===== src/gtd_pkg.sv =====
// Shared types and constants for the GUID text decoder.
package gtd_pkg;

  // One character of the GUID string.
  typedef struct packed {
    logic [7:0] text_char;
    logic       is_last;
  } char_item_t;

  // One decoded GUID.
  typedef struct packed {
    logic        guid_ok;
    logic [31:0] part_one;
    logic [15:0] part_two;
    logic [15:0] part_three;
    logic [63:0] tail_bytes;
  } result_item_t;

  // What the classifier says about one character at its position.
  typedef struct packed {
    logic       is_hex;
    logic       is_dash;
    logic       sep_pos;
    logic       past_end;
    logic [3:0] nibble;
  } char_class_t;

  localparam int unsigned POS_W = 6;

  localparam logic [POS_W-1:0] TEXT_LEN = 6'd36;
  localparam logic [POS_W-1:0] LAST_POS = 6'd35;
  localparam logic [POS_W-1:0] POS_SAT  = 6'd37;

  localparam logic [POS_W-1:0] SEP_POS_A = 6'd8;
  localparam logic [POS_W-1:0] SEP_POS_B = 6'd13;
  localparam logic [POS_W-1:0] SEP_POS_C = 6'd18;
  localparam logic [POS_W-1:0] SEP_POS_D = 6'd23;

  localparam logic [7:0] CHAR_DASH  = 8'h2D;
  localparam logic [7:0] CHAR_ZERO  = 8'h30;
  localparam logic [7:0] CHAR_NINE  = 8'h39;
  localparam logic [7:0] CHAR_LC_A  = 8'h61;
  localparam logic [7:0] CHAR_LC_F  = 8'h66;
  localparam logic [7:0] CHAR_UC_A  = 8'h41;
  localparam logic [7:0] CHAR_UC_F  = 8'h46;
  localparam logic [7:0] ALPHA_BASE = 8'd10;

endpackage


===== src/gtd_char_class.sv =====
// Character classifier: hex decode, dash detect and position checks.
module gtd_char_class (
  input  logic [7:0]                text_char,
  input  logic [gtd_pkg::POS_W-1:0] char_position,
  output gtd_pkg::char_class_t      cls
);

  logic       is_digit;
  logic       is_lower;
  logic       is_upper;
  logic [7:0] nib_wide;

  assign is_digit = (text_char >= gtd_pkg::CHAR_ZERO) && (text_char <= gtd_pkg::CHAR_NINE);
  assign is_lower = (text_char >= gtd_pkg::CHAR_LC_A) && (text_char <= gtd_pkg::CHAR_LC_F);
  assign is_upper = (text_char >= gtd_pkg::CHAR_UC_A) && (text_char <= gtd_pkg::CHAR_UC_F);

  always_comb begin
    if (is_digit) begin
      nib_wide = text_char - gtd_pkg::CHAR_ZERO;
    end else if (is_lower) begin
      nib_wide = text_char - gtd_pkg::CHAR_LC_A + gtd_pkg::ALPHA_BASE;
    end else if (is_upper) begin
      nib_wide = text_char - gtd_pkg::CHAR_UC_A + gtd_pkg::ALPHA_BASE;
    end else begin
      nib_wide = 8'd0;
    end
  end

  assign cls.is_hex   = is_digit || is_lower || is_upper;
  assign cls.is_dash  = (text_char == gtd_pkg::CHAR_DASH);
  assign cls.nibble   = nib_wide[3:0];
  assign cls.past_end = (char_position >= gtd_pkg::TEXT_LEN);
  assign cls.sep_pos  = (char_position == gtd_pkg::SEP_POS_A) ||
                        (char_position == gtd_pkg::SEP_POS_B) ||
                        (char_position == gtd_pkg::SEP_POS_C) ||
                        (char_position == gtd_pkg::SEP_POS_D);

endmodule


===== src/gtd_parse_state.sv =====
// Parse state: position counter, error flag and 128-bit digit accumulator.
module gtd_parse_state (
  input  logic                      clk,
  input  logic                      rst,
  input  logic                      advance,
  input  logic                      is_last,
  input  gtd_pkg::char_class_t      cls,
  output logic [gtd_pkg::POS_W-1:0] char_position,
  output gtd_pkg::result_item_t     result
);

  logic                      bad_seen;
  logic [63:0]               upper_digits;
  logic [63:0]               lower_digits;
  logic                      bad_seen_next;
  logic [63:0]               upper_digits_next;
  logic [63:0]               lower_digits_next;
  logic [gtd_pkg::POS_W-1:0] char_position_next;
  logic                      ok;

  always_comb begin
    bad_seen_next     = bad_seen;
    upper_digits_next = upper_digits;
    lower_digits_next = lower_digits;
    if (cls.past_end) begin
      bad_seen_next = 1'b1;
    end else if (cls.sep_pos) begin
      // A hex digit in a separator slot is tolerated but not stored.
      if (!cls.is_hex && !cls.is_dash) begin
        bad_seen_next = 1'b1;
      end
    end else if (cls.is_hex) begin
      upper_digits_next = {upper_digits[59:0], lower_digits[63:60]};
      lower_digits_next = {lower_digits[59:0], cls.nibble};
    end else begin
      bad_seen_next = 1'b1;
    end

    if (char_position < gtd_pkg::POS_SAT) begin
      char_position_next = char_position + 1'b1;
    end else begin
      char_position_next = char_position;
    end
  end

  assign ok = !bad_seen_next && (char_position == gtd_pkg::LAST_POS);

  assign result.guid_ok    = ok;
  assign result.part_one   = ok ? upper_digits_next[63:32] : 32'd0;
  assign result.part_two   = ok ? upper_digits_next[31:16] : 16'd0;
  assign result.part_three = ok ? upper_digits_next[15:0]  : 16'd0;
  assign result.tail_bytes = ok ? lower_digits_next        : 64'd0;

  always_ff @(posedge clk) begin
    if (rst || (advance && is_last)) begin
      char_position <= '0;
      bad_seen      <= 1'b0;
      upper_digits  <= 64'd0;
      lower_digits  <= 64'd0;
    end else if (advance) begin
      char_position <= char_position_next;
      bad_seen      <= bad_seen_next;
      upper_digits  <= upper_digits_next;
      lower_digits  <= lower_digits_next;
    end
  end

endmodule


===== src/guid_text_decoder.sv =====
// Top level of the GUID text decoder: input register, parser and result register.
//
// This block parses a GUID written as text in the 8-4-4-4-12 form, one ASCII
// character per item on the char channel, with is_last set on the final
// character. Every position must hold a hex digit in either case; the four
// separator positions may hold a dash instead (a hex digit there is accepted
// and ignored). On the item marked last the block delivers one result item
// with guid_ok set when the string was exactly 36 characters and every
// character was allowed, and the 32 digits packed into part_one, part_two,
// part_three and tail_bytes; all fields but guid_ok are zero when the string
// is malformed. Items without the last mark produce no result. The parser
// then returns to its start state for the next string. The block takes one
// character every clock cycle unless a full result register is not taken: a
// character is captured in the input register, and once the result register
// is free it is classified and shifted into the 128-bit accumulator while its
// result, if any, is loaded into the result register at the same clock edge.
// A full result register that is not taken holds the pipeline; the char
// channel stays ready as long as the input register is empty or can move
// forward.
module guid_text_decoder (
  input  logic                  clk,
  input  logic                  rst,
  input  logic                  char_valid,
  output logic                  char_ready,
  input  gtd_pkg::char_item_t   char_item,
  output logic                  result_valid,
  input  logic                  result_ready,
  output gtd_pkg::result_item_t result_item
);

  // Input register stage.
  logic                      hold_valid;
  gtd_pkg::char_item_t       hold_item;

  logic                      out_free;
  logic                      advance;
  logic [gtd_pkg::POS_W-1:0] char_position;
  gtd_pkg::char_class_t      cls;
  gtd_pkg::result_item_t     result;

  // The result register can take a new value when it is empty or being read.
  assign out_free   = !result_valid || result_ready;
  // The held character is processed when its result (if any) has a place to go.
  assign advance    = hold_valid && out_free;
  assign char_ready = !hold_valid || out_free;

  always_ff @(posedge clk) begin
    if (rst) begin
      hold_valid <= 1'b0;
    end else if (char_ready) begin
      hold_valid <= char_valid;
    end
  end

  always_ff @(posedge clk) begin
    if (char_valid && char_ready) begin
      hold_item <= char_item;
    end
  end

  gtd_char_class u_class (
    .text_char     (hold_item.text_char),
    .char_position (char_position),
    .cls           (cls)
  );

  gtd_parse_state u_state (
    .clk           (clk),
    .rst           (rst),
    .advance       (advance),
    .is_last       (hold_item.is_last),
    .cls           (cls),
    .char_position (char_position),
    .result        (result)
  );

  // Result register: loaded only by a character that carries the last mark.
  always_ff @(posedge clk) begin
    if (rst) begin
      result_valid <= 1'b0;
    end else if (out_free) begin
      result_valid <= advance && hold_item.is_last;
    end
  end

  always_ff @(posedge clk) begin
    if (advance && hold_item.is_last) begin
      result_item <= result;
    end
  end

endmodule


===== config.mk =====
export PLATFORM = sky130hd
export DESIGN_NAME = guid_text_decoder
export DESIGN_NICKNAME = d
export VERILOG_FILES = /design/src/gtd_pkg.sv /design/src/gtd_char_class.sv /design/src/gtd_parse_state.sv /design/src/guid_text_decoder.sv
export SDC_FILE = /design/constraint.sdc
export NUM_CORES = 1
export LEC_CHECK = 0
export BUFFER_PORTS_ARGS = -buffer_cell sky130_fd_sc_hd__buf_4
export CORE_MARGIN = 1.5
export CORE_UTILIZATION = 55
export DETAILED_ROUTE_END_ITERATION = 10
export MAX_ROUTING_LAYER = met4
export PLACE_DENSITY = 0.87
export SYNTH_ARGS = -nofsm -noshare
export SYNTH_HDL_FRONTEND = slang
export SYNTH_SLANG_ARGS = --single-unit

===== constraint.sdc =====
create_clock -name clk -period 10 [get_ports clk]
set_input_delay 2 -clock clk [delete_from_list [all_inputs] [get_ports clk]]
set_output_delay 2 -clock clk [all_outputs]
set_load 0.01 [all_outputs]

==> flow_metrics.py <==
metrics = {
    "die": {
        "core-area_sq_um": 20200,
        "pin_count": 144,
        "die_h_um": 147,
        "initial_utilization_pct": 56.0,
        "fp.dieArea_sq_um": 21500,
        "die_w_um": 147,
        "fp-row-count": 52,
    },
    "place": {
        "dp_hpwl_um": 14000,
        "io_buffers": 143,
        "gp_congestion": 0.801,
    },
    "detailed_routing": {
        "vias": 9057,
        "dr.pass1.iters": 5,
        "drt_iter0_drc": 980,
        "drt.antenna.violating_nets": 0,
        "drc": 0,
        "drt-met1-wl_um": 10400,
        "highest_layer": "met4",
        "met2WireLength_um": 12600,
        "dr_wl_met3_um": 1650,
        "viasPerCell": 5.67,
        "wire_per_inst_um": 15.8,
        "wl_um": 25300,
    },
    "sta": {
        "grt_setup_unrepaired": "no",
        "fin_crit_ns": 4.47,
        "slew_headroom_pct": 16.9,
        "finalSetupViolCount": 0,
        "final-max-slew-violation-count": 0,
        "timing.fmax_ghz": 0.224,
        "hold_viol_final": 0,
        "clock_skew_ns": 0.00741,
        "finalCritPeriodShare_pct": 44.7,
        "worst-slew-pin-transition_ns": 1.25,
        "final.setup.tns_ns": 0,
    },
    "hold_path": {
        "min_from": "u_state.upper_digits[63]",
        "min_to": "u_state.upper_digits[63]",
        "hold_depth": 2,
        "hp-class": "flop to flop",
    },
    "grt": {
        "grt_antenna_before_repair": 0,
        "grt_pass1_wl_um": 40000,
        "grt_pass1_vias": 8149,
        "grt_start_max_net_pins": 130,
        "grt_overflow_total": 0,
        "grt_use_total_pct": 23.1,
    },
    "synthesis": {
        "ys_seq_area_share_pct": 60.8,
        "syn-cell-area_sq_um": 11300,
        "synth.area.top_cells": "edfxtp_1, dfxtp_1, nand2_1",
        "postSynthAreaPerCell_sq_um": 9.23,
        "synth_top_area_share_pct": 36.6,
        "yosys_warnings": 0,
        "synthCells": 1227,
        "synth_edf_count": 138,
        "synth-seq-cells": 275,
        "yosysUniqueCellTypes": 47,
        "synthFlopType": "edfxtp_1",
        "syn_nets": 1249,
        "ys_async_sr_fraction_pct": 0,
        "synth_top_cell_by_area": "edfxtp_1",
    },
    "critical_path": {
        "cp_cell_sequence": "buf_4 > nand3b_1 > buf_4",
        "cp_slowest_cell": "nand3b_1",
        "cp_max_fo": 3,
        "cpMostUsedCell": "buf_4",
        "r2r_start": "hold_item[1]",
        "cp.buffers_inverters": 2,
        "slowest_delay_ns": 0.19,
        "rr_worst_depth": 7,
        "critPathLaunch": "result_ready",
        "crit_arrival_ns": 2.47,
        "required_ns": 8.00,
        "rr_endpoint": "result_item[78]",
        "cp_num_cells": 3,
        "r2r_setup_slack_ns": 6.34,
        "crit_path_end_kind": "output port",
        "critical_path_class": "primary input to output port",
        "cpLargestDelayFamily": "buffers and inverters",
        "startpoint_type": "primary input",
    },
    "clock_network": {
        "clock_path_buffers": 3,
        "clk_pin_slew_worst_paths_ns": 0.06,
        "cts_root_buf": "clkbuf_16",
        "cts_resized": 0,
        "post_cts_buffers": 0,
        "cts_buffers": 27,
        "clock-sinks": 275,
        "h-tree-depth": 1,
        "cts_hold_buf": 0,
        "clk_latency_ns": 0.52,
        "cts_tree": "built",
    },
    "pwr": {
        "vdd_drop_max_mv": 0.125,
        "leakagePower_nw": 4.43,
        "power_per_cell_area_nw_per_um2": 175,
    },
    "finish": {
        "mostFrequentLayoutCells": "nand2_1, a21oi_1, buf_4, edfxtp_1, dfxtp_1",
        "diodes": 0,
        "finalNetCount": 1328,
        "fin_util_pct": 65.9,
        "area_growth_pct": 17.7,
        "num-fill-cells": 1599,
        "layout_commonest_cell": "nand2_1",
        "drive_above_1_share_pct": 15.5,
    },
    "run": {
        "cap_violations": 0,
    },
    "outcome": {
        "outcome": "complete, no violations",
    },
}
[metal layers]
metal | GRT usage, % | vias to the layer above
met5 | - | -
met4 | 7.07 | 0
met1 | 30.0 | 4279
met3 | 2.72 | 42
met2 | 38.3 | 372
li1 | - | 4364
[cell families (layout without fill, tap and decap cells)]
group	count (synthesis)	in the layout	share of synthesized area (%)
adders and majority gates	9	9	0.994
xor gates and xnor gates	5	5	0.387
DFF	275	275	60.8
buffers and inverters	110	209	4.46
and+or+nand+nor	549	549	20.3
AOI/OAI and AO/OA	276	276	12.8
muxes	3	3	0.287
[report_power, final]
part | switching, mW | internal (mW) | leakage [nW]
registers | 0.00424 | 1.19 | 2.64
clock network | 0.413 | 0.665 | 0.459
logic | 0.0557 | 0.0145 | 1.33
total | 0.473 | 1.86 | 4.43
[registers in the layout, summed over array words and instances, names as in the netlist]
| name | flops |
|---|---|
| result_item | 129 |
| hold_item | 9 |
| result_valid | 1 |
| u_state.char_position | 6 |
| u_state.bad_seen | 1 |
| u_state.lower_digits | 64 |
| hold_valid | 1 |
| u_state.upper_digits | 64 |
[synth_stat cells, types with 2 or more instances]
cell,number
nand2_1,380
a21oi_1,256
edfxtp_1,138
dfxtp_1,137
nand3_1,132
buf_2,53
clkbuf_1,44
nor2_1,12
ha_1,9
inv_1,7
and2_1,3
and3_1,3
buf_4,3
nand2b_1,3
nand4_1,3
nor2b_1,3
nor3_1,3
xor2_1,3
buf_6,2
mux2_2,2
nor3b_1,2
nor4b_1,2
o211ai_1,2
xnor2_1,2
[worst max path at each step]
stage | slack, ns | endpoint
3_5_place_dp | 5.52 | char_ready
3_3_place_gp | 5.56 | char_ready
5_1_grt | 5.48 | char_ready
2_1_floorplan | 4.54 | result_item[0]
4_1_cts | 5.52 | char_ready
6_report | 5.53 | char_ready
[layout make-up]
type / instances / area [sq um] / area share (%)
flip-flops and latches: 275 / 6890 / 51.6
multi-input cells: 842 / 3990 / 29.9
repair buffers: 153 / 1150 / 8.61
clock buffers: 34 / 722 / 5.41
well taps: 270 / 338 / 2.53
clock inverters: 15 / 230 / 1.73
inverters: 7 / 31.3 / 0.234
[through the flow]
step           setup WS (ns)  cell area (sq um)  total power [mW]  hold WS [ns]  std cells
3_5_place_dp            5.52              12400              1.28         0.455       1547
2_1_floorplan           4.54              11300              1.27         0.437       1227
5_1_grt                 5.48              13300              2.40         0.478       1596
4_1_cts                 5.52              13300              2.36         0.464       1596
3_3_place_gp            5.56              12400              1.28         0.443       1547
6_report                5.53              13300              2.34         0.461       1596
[worst reg2reg max path: cells and delay by family, from the launching register on]
kind / cells / cell delay, ns
fa+ha+maj: 1 / 0.28
flops: 1 / 0.48
simple gates: 3 / 0.90
compound gates: 2 / 0.87
buf+inv: 1 / 0.93
(Power assumes the default switching activity.)
